### config.mk
export PLATFORM = sky130hd
export DESIGN_NAME = modbus_rtu_request_checker_core
export DESIGN_NICKNAME = d
export VERILOG_FILES = /design/src/rtl/mrrc_pkg.sv /design/src/rtl/mrrc_crc_tracker.sv /design/src/rtl/modbus_rtu_request_checker_core.sv
export SDC_FILE = /design/constraint.sdc
export NUM_CORES = 1
export LEC_CHECK = 0
export BUFFER_PORTS_ARGS = -buffer_cell sky130_fd_sc_hd__buf_2
export CELL_PAD_IN_SITES_DETAIL_PLACEMENT = 0
export CELL_PAD_IN_SITES_GLOBAL_PLACEMENT = 1
export CORE_AREA = 3 3 168 104
export CTS_CLUSTER_DIAMETER = 80
export CTS_CLUSTER_SIZE = 10
export DETAILED_ROUTE_END_ITERATION = 10
export DIE_AREA = 0 0 171 107
export GPL_ROUTABILITY_DRIVEN = 1
export PLACE_DENSITY = 0.8
export SLEW_MARGIN = 30
export SYNTH_ARGS = -nofsm -noshare
export SYNTH_HDL_FRONTEND = slang
export SYNTH_SLANG_ARGS = --single-unit
### constraint.sdc
create_clock -name clk -period 5 [get_ports clk]
set_input_delay 0.25 -clock clk [delete_from_list [all_inputs] [get_ports clk]]
set_output_delay 0.25 -clock clk [all_outputs]
set_load 0.01 [all_outputs]
### src/rtl/mrrc_pkg.sv
`timescale 1ns / 1ps
// ----------------------------------------------------------------------------
// Modbus RTU request checker package
// Shared constants, status codes, the per-byte CRC-16 step and the
// structs that pass between the top level and the CRC tracker.
// ----------------------------------------------------------------------------
package mrrc_pkg;

    localparam int MAX_FRAME_BYTES = 256;
    localparam int CNT_W           = $clog2(MAX_FRAME_BYTES + 1);

    localparam logic [15:0] CRC_INIT = 16'hFFFF;
    localparam logic [15:0] CRC_POLY = 16'hA001;

    localparam logic [7:0] BROADCAST_ADDR   = 8'h00;
    localparam logic [7:0] OWN_ADDR_RESET   = 8'h01;
    localparam logic [7:0] FUNC_READ_HOLD   = 8'h03;
    localparam logic [7:0] FUNC_WRITE_SINGLE = 8'h06;

    localparam int MIN_FRAME_BYTES = 5;
    localparam int HEADER_CRC_BYTES = 4;
    localparam logic [7:0] PAYLOAD_BYTES = 8'd4;

    typedef enum logic [2:0] {
        STATUS_OK        = 3'd0,
        STATUS_SHORT     = 3'd1,
        STATUS_CRC_ERR   = 3'd2,
        STATUS_BAD_ADDR  = 3'd3,
        STATUS_BAD_FUNC  = 3'd4,
        STATUS_BAD_LEN   = 3'd5
    } status_t;

    typedef struct packed {
        logic       valid;
        logic [7:0] data;
        logic       last;
        logic       crc_en;
    } crc_step_t;

    typedef struct packed {
        logic [15:0] calc;
        logic [15:0] received;
    } crc_view_t;

    // Reflected CRC-16 update over one byte, LSB first
    function automatic logic [15:0] crc16_byte(input logic [15:0] crc_in,
                                               input logic [7:0]  data);
        logic [15:0] crc;
        crc = crc_in ^ {8'h00, data};
        for (int k = 0; k < 8; k++)
        begin
            if (crc[0])
                crc = (crc >> 1) ^ CRC_POLY;
            else
                crc = crc >> 1;
        end
        return crc;
    endfunction

endpackage

### src/rtl/mrrc_crc_tracker.sv
`timescale 1ns / 1ps
// ----------------------------------------------------------------------------
// CRC tracker
// Two-byte delay line ahead of the CRC-16 accumulator, so the running CRC
// leaves out the trailing two bytes, which form the received CRC.
// ----------------------------------------------------------------------------
module mrrc_crc_tracker (
    input  logic                 clk,
    input  logic                 rst_n,
    input  mrrc_pkg::crc_step_t  step,
    output mrrc_pkg::crc_view_t  view
);

    logic [15:0] crc_reg, crc_next;
    logic [7:0]  dly0_reg, dly0_next;
    logic [7:0]  dly1_reg, dly1_next;
    logic [15:0] crc_upd;

    always_comb
    begin
        // the older delayed byte leaves the line into the CRC
        crc_upd = step.crc_en ? mrrc_pkg::crc16_byte(crc_reg, dly0_reg) : crc_reg;
        view.calc     = crc_upd;
        view.received = {step.data, dly1_reg};

        crc_next  = crc_reg;
        dly0_next = dly0_reg;
        dly1_next = dly1_reg;
        if (step.valid)
        begin
            if (step.last)
            begin
                crc_next  = mrrc_pkg::CRC_INIT;
                dly0_next = 8'h00;
                dly1_next = 8'h00;
            end
            else
            begin
                crc_next  = crc_upd;
                dly0_next = dly1_reg;
                dly1_next = step.data;
            end
        end
    end

    always_ff @(posedge clk or negedge rst_n)
    begin
        if (!rst_n)
        begin
            crc_reg  <= mrrc_pkg::CRC_INIT;
            dly0_reg <= 8'h00;
            dly1_reg <= 8'h00;
        end
        else
        begin
            crc_reg  <= crc_next;
            dly0_reg <= dly0_next;
            dly1_reg <= dly1_next;
        end
    end

endmodule

### src/rtl/modbus_rtu_request_checker_core.sv
`timescale 1ns / 1ps
// ----------------------------------------------------------------------------
// Modbus RTU request checker core
// Checks one Modbus RTU request per frame and reports status and fields.
// ----------------------------------------------------------------------------
// Usage:
//   Frame channel: frame_valid/frame_stall carry frame_byte and last_byte,
//   one byte per transaction in wire order; last_byte marks the final byte.
//   Result channel: result_valid/result_stall carry one transaction per
//   frame, issued for the final byte: status and captured fields.
//   Config channel: cfg_valid/cfg_ready write own_address from cfg_data;
//   cfg_ready is always high. Write only while no frame is in progress.
// Timing:
//   A byte is registered in the input register, then the CRC step, field
//   capture and checks run combinationally into the result register,
//   which holds status and fields for the final byte until it is taken.
//   One byte per cycle is sustained while no stalled result holds the
//   input; the eight-bit CRC update sets the cycle path.
// Reset: frame state clears, CRC returns to 0xFFFF, own_address to 1.
// Stall: while a result waits under result_stall, the input register holds
//   one more byte and frame_stall rises only if that register is full.
// ----------------------------------------------------------------------------
module modbus_rtu_request_checker_core (
    input  logic        clk,
    input  logic        rst_n,
    input  logic        frame_valid,
    output logic        frame_stall,
    input  logic [7:0]  frame_byte,
    input  logic        last_byte,
    output logic        result_valid,
    input  logic        result_stall,
    output logic [2:0]  status,
    output logic [7:0]  slave_address,
    output logic [7:0]  function_code,
    output logic [7:0]  payload_length,
    output logic        is_broadcast,
    output logic [15:0] first_word,
    output logic [15:0] second_word,
    input  logic        cfg_valid,
    output logic        cfg_ready,
    input  logic [7:0]  cfg_data
);

    localparam int CW = mrrc_pkg::CNT_W;
    localparam logic [CW-1:0] CNT_MAX = CW'(mrrc_pkg::MAX_FRAME_BYTES);
    localparam logic [CW-1:0] CNT_MIN = CW'(mrrc_pkg::MIN_FRAME_BYTES);
    localparam logic [CW-1:0] CNT_HDR = CW'(mrrc_pkg::HEADER_CRC_BYTES);

    // configuration
    logic [7:0] own_addr_reg;

    // input register
    logic       in_vld_reg;
    logic [7:0] in_byte_reg;
    logic       in_last_reg;
    logic       hold;
    logic       advance;

    // per-frame state
    logic [CW-1:0] count_reg, count_next;
    logic [7:0]    addr_reg, addr_next;
    logic [7:0]    func_reg, func_next;
    logic [31:0]   payload_reg, payload_next;

    // result register
    logic          res_vld_reg, res_vld_next;
    logic [2:0]    status_reg;
    logic [7:0]    addr_out_reg, func_out_reg, plen_reg;
    logic          bcast_reg;
    logic [31:0]   words_reg;

    mrrc_pkg::crc_step_t crc_step;
    mrrc_pkg::crc_view_t crc_view;
    mrrc_pkg::status_t   status_next;
    logic [7:0]          plen_next;

    assign hold        = res_vld_reg && result_stall;
    assign advance     = in_vld_reg && !hold;
    assign frame_stall = in_vld_reg && hold;
    assign cfg_ready   = 1'b1;

    always_ff @(posedge clk or negedge rst_n)
    begin
        if (!rst_n)
            own_addr_reg <= mrrc_pkg::OWN_ADDR_RESET;
        else if (cfg_valid && cfg_ready)
            own_addr_reg <= cfg_data;
    end

    // load the input register whenever it is empty or draining
    always_ff @(posedge clk or negedge rst_n)
    begin
        if (!rst_n)
            in_vld_reg <= 1'b0;
        else if (!frame_stall)
            in_vld_reg <= frame_valid;
    end

    always_ff @(posedge clk)
    begin
        if (!frame_stall && frame_valid)
        begin
            in_byte_reg <= frame_byte;
            in_last_reg <= last_byte;
        end
    end

    assign crc_step.valid  = advance;
    assign crc_step.data   = in_byte_reg;
    assign crc_step.last   = in_last_reg;
    assign crc_step.crc_en = (count_reg >= CW'(2));

    mrrc_crc_tracker u_crc (
        .clk   (clk),
        .rst_n (rst_n),
        .step  (crc_step),
        .view  (crc_view)
    );

    // capture fields and evaluate the checks
    always_comb
    begin
        addr_next    = addr_reg;
        func_next    = func_reg;
        payload_next = payload_reg;
        priority case (1'b1)
            (count_reg == CW'(0)): addr_next = in_byte_reg;
            (count_reg == CW'(1)): func_next = in_byte_reg;
            (count_reg == CW'(2)): payload_next[31:24] = in_byte_reg;
            (count_reg == CW'(3)): payload_next[23:16] = in_byte_reg;
            (count_reg == CW'(4)): payload_next[15:8]  = in_byte_reg;
            (count_reg == CW'(5)): payload_next[7:0]   = in_byte_reg;
            default: ;
        endcase

        count_next = (count_reg < CNT_MAX) ? count_reg + CW'(1) : count_reg;
        plen_next  = (count_next >= CNT_HDR) ? 8'(count_next - CNT_HDR) : 8'h00;

        if (count_next < CNT_MIN)
            status_next = mrrc_pkg::STATUS_SHORT;
        else if (crc_view.calc != crc_view.received)
            status_next = mrrc_pkg::STATUS_CRC_ERR;
        else if (addr_next != own_addr_reg && addr_next != mrrc_pkg::BROADCAST_ADDR)
            status_next = mrrc_pkg::STATUS_BAD_ADDR;
        else if (func_next != mrrc_pkg::FUNC_READ_HOLD
                 && func_next != mrrc_pkg::FUNC_WRITE_SINGLE)
            status_next = mrrc_pkg::STATUS_BAD_FUNC;
        else if (plen_next != mrrc_pkg::PAYLOAD_BYTES)
            status_next = mrrc_pkg::STATUS_BAD_LEN;
        else
            status_next = mrrc_pkg::STATUS_OK;

        if (advance && in_last_reg)
            res_vld_next = 1'b1;
        else if (!result_stall)
            res_vld_next = 1'b0;
        else
            res_vld_next = res_vld_reg;
    end

    always_ff @(posedge clk or negedge rst_n)
    begin
        if (!rst_n)
        begin
            count_reg   <= '0;
            addr_reg    <= 8'h00;
            func_reg    <= 8'h00;
            payload_reg <= 32'h0;
            res_vld_reg <= 1'b0;
        end
        else
        begin
            res_vld_reg <= res_vld_next;
            if (advance)
            begin
                // drop per-frame state at the end of each frame
                if (in_last_reg)
                begin
                    count_reg   <= '0;
                    addr_reg    <= 8'h00;
                    func_reg    <= 8'h00;
                    payload_reg <= 32'h0;
                end
                else
                begin
                    count_reg   <= count_next;
                    addr_reg    <= addr_next;
                    func_reg    <= func_next;
                    payload_reg <= payload_next;
                end
            end
        end
    end

    always_ff @(posedge clk)
    begin
        if (advance && in_last_reg)
        begin
            status_reg   <= 3'(status_next);
            addr_out_reg <= addr_next;
            func_out_reg <= func_next;
            plen_reg     <= plen_next;
            bcast_reg    <= (addr_next == mrrc_pkg::BROADCAST_ADDR);
            words_reg    <= payload_next;
        end
    end

    assign result_valid   = res_vld_reg;
    assign status         = status_reg;
    assign slave_address  = addr_out_reg;
    assign function_code  = func_out_reg;
    assign payload_length = plen_reg;
    assign is_broadcast   = bcast_reg;
    assign first_word     = words_reg[31:16];
    assign second_word    = words_reg[15:0];

    // input side backs up only behind a stalled result
    a_stall_cause : assert property (@(posedge clk) disable iff (!rst_n)
        frame_stall |-> (result_valid && result_stall))
        else $error("frame_stall without a stalled result");

    a_ok_len : assert property (@(posedge clk) disable iff (!rst_n)
        (result_valid && status == 3'(mrrc_pkg::STATUS_OK))
            |-> (payload_length == mrrc_pkg::PAYLOAD_BYTES))
        else $error("ok status with wrong payload length");

    a_count_sat : assert property (@(posedge clk) disable iff (!rst_n)
        count_reg <= CNT_MAX)
        else $error("byte count past saturation");

endmodule

; ---- Word-level counts from Yosys, hierarchy flattened
; Cells that the tools add are included.
[classes]
div = 0
order_cmp = 4
muxes = 45
n_mul = 0
bitwise_logic = 9
addsub = 2
n_shift = 0
n_reduce_logical = 13
eq_ne = 11
[op_table]
columns = op, n
row1 = $mux W8, 26
row2 = $mux W16, 10
row3 = $mux W32, 1
row4 = $not A2 Y3, 8
row5 = $eq A9 B2 Y1 const B, 2
row6 = $eq A9 B3 Y1 const B, 2
row7 = $mux W9, 2
row8 = $ne A16 B16 Y1, 1
row9 = $ne A8 B3 Y1 const B, 2
row10 = $xor A16 B8 Y16, 1
row11 = $add A9 B1 Y9 const B, 1
row12 = $eq A9 B1 Y1 const B, 1
row13 = $ge A9 B2 Y1 const B, 1
row14 = $ge A9 B3 Y1 const B, 1
row15 = $logic_not A9 Y1, 1
row16 = $lt A9 B3 Y1 const B, 1
row17 = $lt A9 B9 Y1 const B, 1
row18 = $logic_not A8 Y1, 1
row19 = $ne A8 B2 Y1 const B, 1
row20 = $ne A8 B8 Y1, 1
row21 = $reduce_bool A8 Y1, 1
row22 = $sub A8 B3 Y8 const B, 1
row23 = $logic_and A1 B1 Y1, 7
row24 = $mux W3, 2
row25 = other kinds (5), 8
[totals]
mem_bits_ro = 0
word_cells = 103
ff_bits = 168
n_memories = 0
inputBits = 22
ram_bits = 0
latch_bits = 0

; ---- Depth between registers and ports, before layout
; Gate-level depths: netlist of the first run.
[logic_depth]
word_depth = 20
depth_mapped = 11

; ---- By module
; Synthesis of the first run repeated with hierarchy kept, for this count alone.
[hier_totals]
hier_cells = 733
area_unflattened_um2 = 8282.9
[by_module_without_submodules]
columns = mod, area_each_um2, cells_per_inst, seq_area_each_um2, n_inst
row1 = modbus_rtu_request_checker_core, 6512.5, 565, 3749.8, 1
row2 = mrrc_crc_tracker, 1770.4, 168, 820.8, 1

; ---- Least setup slack after synthesis of the first run
; Ideal clock, no wire load.
[synth_path]
path_kind = register -> register
startpoint = register count_reg[0]
endpoint = register status_reg[1] (netlist: status[1]) (data pin)
n_path_buf = 0
t_required_ps = 4746
slack_ps = 2243
setup_time_ps = 254
arrival_ps = 2503
stages_incl_launch_ff = 10
path_cell_list = dfrtp_1 > inv_1 > ha_1 > nor4b_4 > nand2_2 > or4_1 > a221oi_2 > a31oi_1 > nand3b_1 > o21a_1
[synth_via]
elab_chain_cells = 8
[synth_rtl]
columns = item, line_no
row1 = from (decl), modbus_rtu_request_checker_core.sv:60  ; logic [CW-1:0] count_reg, count_next;
row2 = from (signal assigned), modbus_rtu_request_checker_core.sv:186  ; count_reg <= count_next;
row3 = "parallel branches: the longest is 8 deep, another holds $add A9 B1 Y9", --
row4 = to (signal assigned), modbus_rtu_request_checker_core.sv:199  ; status_reg <= 3'(status_next);
row5 = to (decl), modbus_rtu_request_checker_core.sv:67  ; logic [2:0] status_reg;
; Parallel ways; which one is timed is not known.
; A chain may end at the register's enable or synchronous reset.

; ---- Worst setup path after layout of the first run
[layout_path]
startpoint = register count_reg[8]
endpoint = register status_reg[1] (netlist: status[1]) (data pin)
; Same word-level chain as after synthesis.

==> results.txt, run 1 <==
Width of the die: 171 um
Area leader, netlist: edfxtp_1
Yosys Warn Count: 0
# diodes: 0
XOR/XNOR Fraction of Synth Area: 0.0708
Routability cong.: 0.900
Initial antenna violation count: 0
Hold slack: 14.0 ps
Power Total: 5.18 mW
Outcome: finished clean
Initial Util: 0.504
EDFF count, synth: 69
Largest net degree at the start of global routing: 58
Mux cell area share after synthesis: 0.0771
CTS HTree Levels: 4
Final layout net count: 783
Synth Area in Compound Gates: 0.120
RSZ-0062 raised after global routing: no
Setup bufs post-CTS: 0
Vias in the first global route: 5,744
Fin Clk Skew: 17.4 ps
Fin crit period: 3400 ps
Post-synthesis simple-gate area fraction: 0.132
Post-CTS sizing: 0
Die area: 18,300 um2
Max cap viols: 0
DRC: 0
Ys flop type: dfrtp_1
Layer with the highest usage: met1
Post-synth top area share: 0.255
Mapped Avg Cell Area: 12.0 um2
Placed cell count: 938
Top cells by area, synth: edfxtp_1, dfrtp_1, mux2_2, dfstp_2, a22o_1
Row count: 36
CTS tree: done
Final Hold Fails: 0
Total gr overflow: 0
Clock root buffer: clkbuf_16
IO Pins: 85
Port buffer count: 83
Register area share after synthesis: 0.562
Kind of critical path: reg -> reg
WL/cell: 19.9 um
Switch Pwr: 1.94 mW
Initial drt markers: 563
Layout cells sized above 1: 0.265
Core area: 16,100 um2
Die H: 107 um
CTS Buf Count: 17
Max Slew Vio Count: 0
GRT Util Overall: 0.223
Netlist cell types: 60
Grt met1 use: 0.346
Peak supply drop: 0.000234 V
Maximum clock rate: 294 MHz
Flops & latches, synth: 168
Worst Tran Pin Value: 891 ps
Final setup fails: 0
Final ANT Viol Nets: 0
Routed vias: 5,697
Crit path DAT: 3590 ps
Post-synthesis async set-or-reset flop share: 0.589
Sw frac: 0.374
Adder-cell share of the synthesized area: 0.00769
Pwr dens: 547 nW/um2
Net Count, Synth: 707
Combinational Power Share: 0.357
Clock power share: 0.269
Hold/Removal Path Class: in -> reg
Sink Count: 168
First-pass GRT wire length: 31.7 mm
Kind of start point of the critical path: flop
Slew Limit Headroom: 0.406
CP Max Fanout: 27
Mapped Area: 8130 um2
Critical path data required time: 5180 ps
Setup TNS: 0 ps
Largest family of logic cells by synthesized area: simple AND/OR/NAND/NOR gates
Cells after synthesis: 680
Clock Latency Late Sink: 430 ps
Clock Path Buffers: 2
CP Capture Type: flop
P_leak: 4.09 nW
DRT Wirelength: 19.5 mm
Seq. cell area: 4570 um2
First drt pass iteration count: 5
Reg clk slew, reported paths: 80 ps
Met2 Resource Use GR: 0.320
Via density: 5.83
Fin cells: 978
Cell count of the worst reg-to-reg path: 8
Hold Path Depth: 1
Hold_buf cts: 8
Area delta synth->final: 16.5%
GR Util met3: 0.0427
Pint: 3.25 mW
Fillers: 1,346
Final HPWL DP: 12.8 mm
Area of the multi-input gates: 3340 um2
Fin crit share: 0.680
Sequential power share: 0.374
[metal layers]
layer	routed length, um	up-vias
met4	221	0
li1	-	2644
met2	8150	211
met5	0	-
met3	1250	21
met1	9870	2821
[power by group through the flow]
| stage | Combinational [mW] | Sequential (mW) | Clock (mW) |
|---|---|---|---|
| 2_1_floorplan | 1.43 | 1.91 | 0 |
| 3_3_place_gp | 1.79 | 1.95 | 0 |
| 3_5_place_dp | 1.81 | 1.96 | 0 |
| 4_1_cts | 1.84 | 1.94 | 1.42 |
| 5_1_grt | 2.04 | 1.97 | 1.48 |
| 6_report | 1.85 | 1.94 | 1.40 |
[worst max-delay path: stages, from the launching register on]
cell and delay, ps:
dfrtp_1 590, nor4_4 830, nand3_1 140, buf_4 280
mux2i_1 170, xnor2_1 140, nor4_1 590, nand3b_1 190
o21a_1 210
[cells by family (layout without fill, tap and decap cells)]
group           after synthesis  after routing
mux                          57             57
fa+ha+maj                     5              5
buf+inv                      59            148
xor+xnor                     61             61
simple gates                197            197
flops                       168            168
other cells                   1              1
compound gates              132            132
[worst paths after layout]
check                                       start           endpoint  slack (ps)
min in group asynchronous                   rst_n  u_crc.dly0_reg[5]         440
worst min register to register  u_crc.dly0_reg[0]  u_crc.dly0_reg[0]         500
worst max register to register       count_reg[8]          status[1]        1600
max in group asynchronous                   rst_n   u_crc.crc_reg[7]        3500
worst max-delay path                 count_reg[8]          status[1]        1600
worst min-delay path                frame_byte[7]     in_byte_reg[7]          10
[layout by cell type (no fill, tap or decap), drive strengths merged, types with 7 or more instances in the layout]
master,instances
o22a,20
nand2b,7
dfrtp,82
nand3b,19
nor2,30
mux2,45
mux2i,12
a22o,46
edfxtp,69
dlygate4sd3,8
a21oi,16
clkbuf,17
nor4,7
inv,22
xnor2,33
dfstp,17
nand3,17
nand2,67
nand4,9
xor2,25
buf,95
nor3,15
o21ai,26
[stage by stage]
stage | setup slack [ps] | util | instance area (um2)
after global routing | 1350 | 0.588 | 9470
after global placement | 1790 | 0.540 | 8710
after detailed placement | 1720 | 0.542 | 8740
after CTS | 1700 | 0.587 | 9470
after floorplan | 2240 | - | 8130
final | 1600 | 0.588 | 9470
[layout make-up]
| type | instances | share of cell area |
|---|---|---|
| Sequential cell | 168 | 0.482 |
| Inverter | 13 | 0.00528 |
| Timing Repair Buffer | 103 | 0.0642 |
| Clock buffer | 17 | 0.0449 |
| Tap cell | 209 | 0.0276 |
| Clock inverter | 15 | 0.0234 |
| Multi-Input combinational cell | 453 | 0.352 |
[cells in the mapped netlist, drive strengths merged, types with 6 or more instances]
library cell	instances
clkbuf	31
nand2	67
nor3	15
nand3	17
dfrtp	82
mux2i	12
dfstp	17
nand3b	19
edfxtp	69
o21ai	26
mux2	45
xor2	25
nand2b	7
a22o	46
buf	15
inv	13
a21oi	16
nor4	7
nand4	9
and2	6
xnor2	33
o22a	20
nor2	30
Note: power is estimated with default switching activity, not from simulation.
==> run 2, diff against run 1 <==
- CORE_AREA: 3 3 168 104 -> 3 3 182 113
- DIE_AREA: 0 0 171 107 -> 0 0 185 116
- PLACE_DENSITY: 0.8 -> 0.71
- clock period: 5 -> 2.95 ns (I/O delays scaled with it)
==> run 2 against run 1 <==
- sequential power rose by 68%
- clock power is 71% higher
- worst hold slack gained 8.4 ps
- worst setup slack got worse by 1400 ps
- clock-buffer cell count unchanged
- register-to-register slack got worse by 1400 ps
- wire length up 11%
- sequential share of layout area down 2.0 points
- combinational power grew 92%
- sequential cell count unchanged
- largest cell class unchanged
- largest power group is now combinational logic
==> results.txt, run 2 (synthesized netlist as in run 1, its figures left out) <==
Sink Count: 168
Critical path data required time: 3140 ps
Kind of start point of the critical path: flop
Power Total: 9.20 mW
CTS HTree Levels: 4
Most common cell after layout, fill and taps aside: buf_2
CTS tree: done
Core area: 18,900 um2
Routed vias: 5,904
# diodes: 0
Final HPWL DP: 14.8 mm
IO Pins: 85
Width of the die: 185 um
Maximum clock rate: 357 MHz
Final layout net count: 821
Initial Util: 0.430
DRT Wirelength: 21.6 mm
Outcome: finished clean
Fin crit share: 0.949
Commonest cells after routing, fill and taps aside: buf_2, dfrtp_1, edfxtp_1
Via density: 5.61
GRT Util Overall: 0.211
Clock Latency Late Sink: 440 ps
Sequential power share: 0.354
First-pass GRT wire length: 34.4 mm
Slew Limit Headroom: 0.550
Reg clk slew, reported paths: 70 ps
First drt pass iteration count: 5
Area delta synth->final: 21.6%
Clock root buffer: clkbuf_16
Max Slew Vio Count: 0
Final ANT Viol Nets: 0
Hold/Removal Path Class: in -> reg
Die H: 116 um
RSZ-0062 raised after global routing: no
Row count: 39
Layout cells sized above 1: 0.299
Fin Clk Skew: 15.1 ps
Pint: 5.69 mW
Fin util: 0.522
Initial drt markers: 471
Slowest CP cell: dfrtp_1
CTS Buf Count: 17
Total gr overflow: 0
Worst-path cell chain: nor4_4, nand3_1, buf_12, mux2i_1, xnor2_1, nor4_2, buf_4, nand3b_1, o21a_1
Largest net degree at the start of global routing: 61
Switch Pwr: 3.51 mW
Pwr dens: 930 nW/um2
Die area: 21,500 um2
Clock power share: 0.260
CP Capture Type: flop
Fillers: 1,675
Final Hold Fails: 0
WL/cell: 20.5 um
Kind of critical path: reg -> reg
Hold Path Depth: 3
Sw frac: 0.381
Combinational Power Share: 0.386
Routability cong.: 0.926
Port buffer count: 83
Initial antenna violation count: 0
Worst path max stage delay: 470 ps
Peak supply drop: 0.000523 V
Clock Path Buffers: 2
DRC: 0
Vias in the first global route: 5,796
Crit path DAT: 2990 ps
Max cap viols: 0
P_leak: 4.27 nW
Setup TNS: 0 ps
Worst Tran Pin Value: 674 ps
CP Max Fanout: 27
Final setup fails: 0
Cell count of the worst reg-to-reg path: 9
Fin crit period: 2800 ps
-- run 2: cell type report --
type | instances | area [um2] | share of cell area
Multi-Input combinational cell | 453 | 3370 | 0.341
Inverter | 13 | 48.8 | 0.00493
Sequential cell | 168 | 4570 | 0.462
Timing Repair Buffer | 141 | 938 | 0.0949
Tap cell | 246 | 308 | 0.0311
Clock inverter | 15 | 221 | 0.0224
Clock buffer | 17 | 425 | 0.0430
-- run 2: final timing paths --
kind | to | start | slack [ps]
worst max-delay path | status[1] | count_reg[5] | 150
worst min-delay path | result_valid | result_stall | 20
worst max register to register | status[1] | count_reg[5] | 150
worst min register to register | u_crc.dly0_reg[6] | u_crc.dly0_reg[6] | 490
max in group asynchronous | u_crc.crc_reg[7] | rst_n | 1900
min in group asynchronous | u_crc.dly0_reg[0] | rst_n | 270
-- run 2: metal layers --
| layer | vias up | global-route usage | routed length (um) |
|---|---|---|---|
| met3 | 13 | 0.0527 | 1500 |
| met5 | - | 0 | 0 |
| met1 | 2949 | 0.333 | 11100 |
| met2 | 224 | 0.294 | 8820 |
| met4 | 0 | 0.0365 | 153 |
| li1 | 2718 | - | - |
-- run 2: worst max-delay path, delay by kind of cell, from the launching register on --
kind | cells | cell delay (ps)
compound gates | 1 | 190
xor+xnor | 1 | 140
buf+inv | 2 | 430
flops | 1 | 470
mux | 1 | 140
simple gates | 4 | 1170
-- run 2: what timing repair did --
item / CTS / global route
hold buffers: 19 / 0
endpoints found under the setup margin: 0 / 3
hold endpoints to repair: 60 / 0
setup buffers: 0 / 0
gates resized for setup: 0 / 14
-- run 2: metrics by stage --
stage | area (um2) | cells | setup WS, ps | hold slack [ps]
floorplan | 8130 | 680 | 193 | -148
global placement | 9000 | 1002 | 50.8 | 207
detailed placement | 9000 | 1002 | 76.2 | 219
CTS | 9840 | 1053 | 44.5 | 4.58
global route | 9890 | 1053 | 5.34 | 29.7
finish | 9890 | 1053 | 151 | 22.3
-- run 2: power by group through the flow --
stage / logic, mW / clock network (mW) / registers, mW
floorplan: 2.43 / 0 / 3.24
global route: 3.87 / 2.56 / 3.31
detailed placement: 3.40 / 0 / 3.29
finish: 3.55 / 2.39 / 3.26
global placement: 3.32 / 0 / 3.28
CTS: 3.45 / 2.43 / 3.25
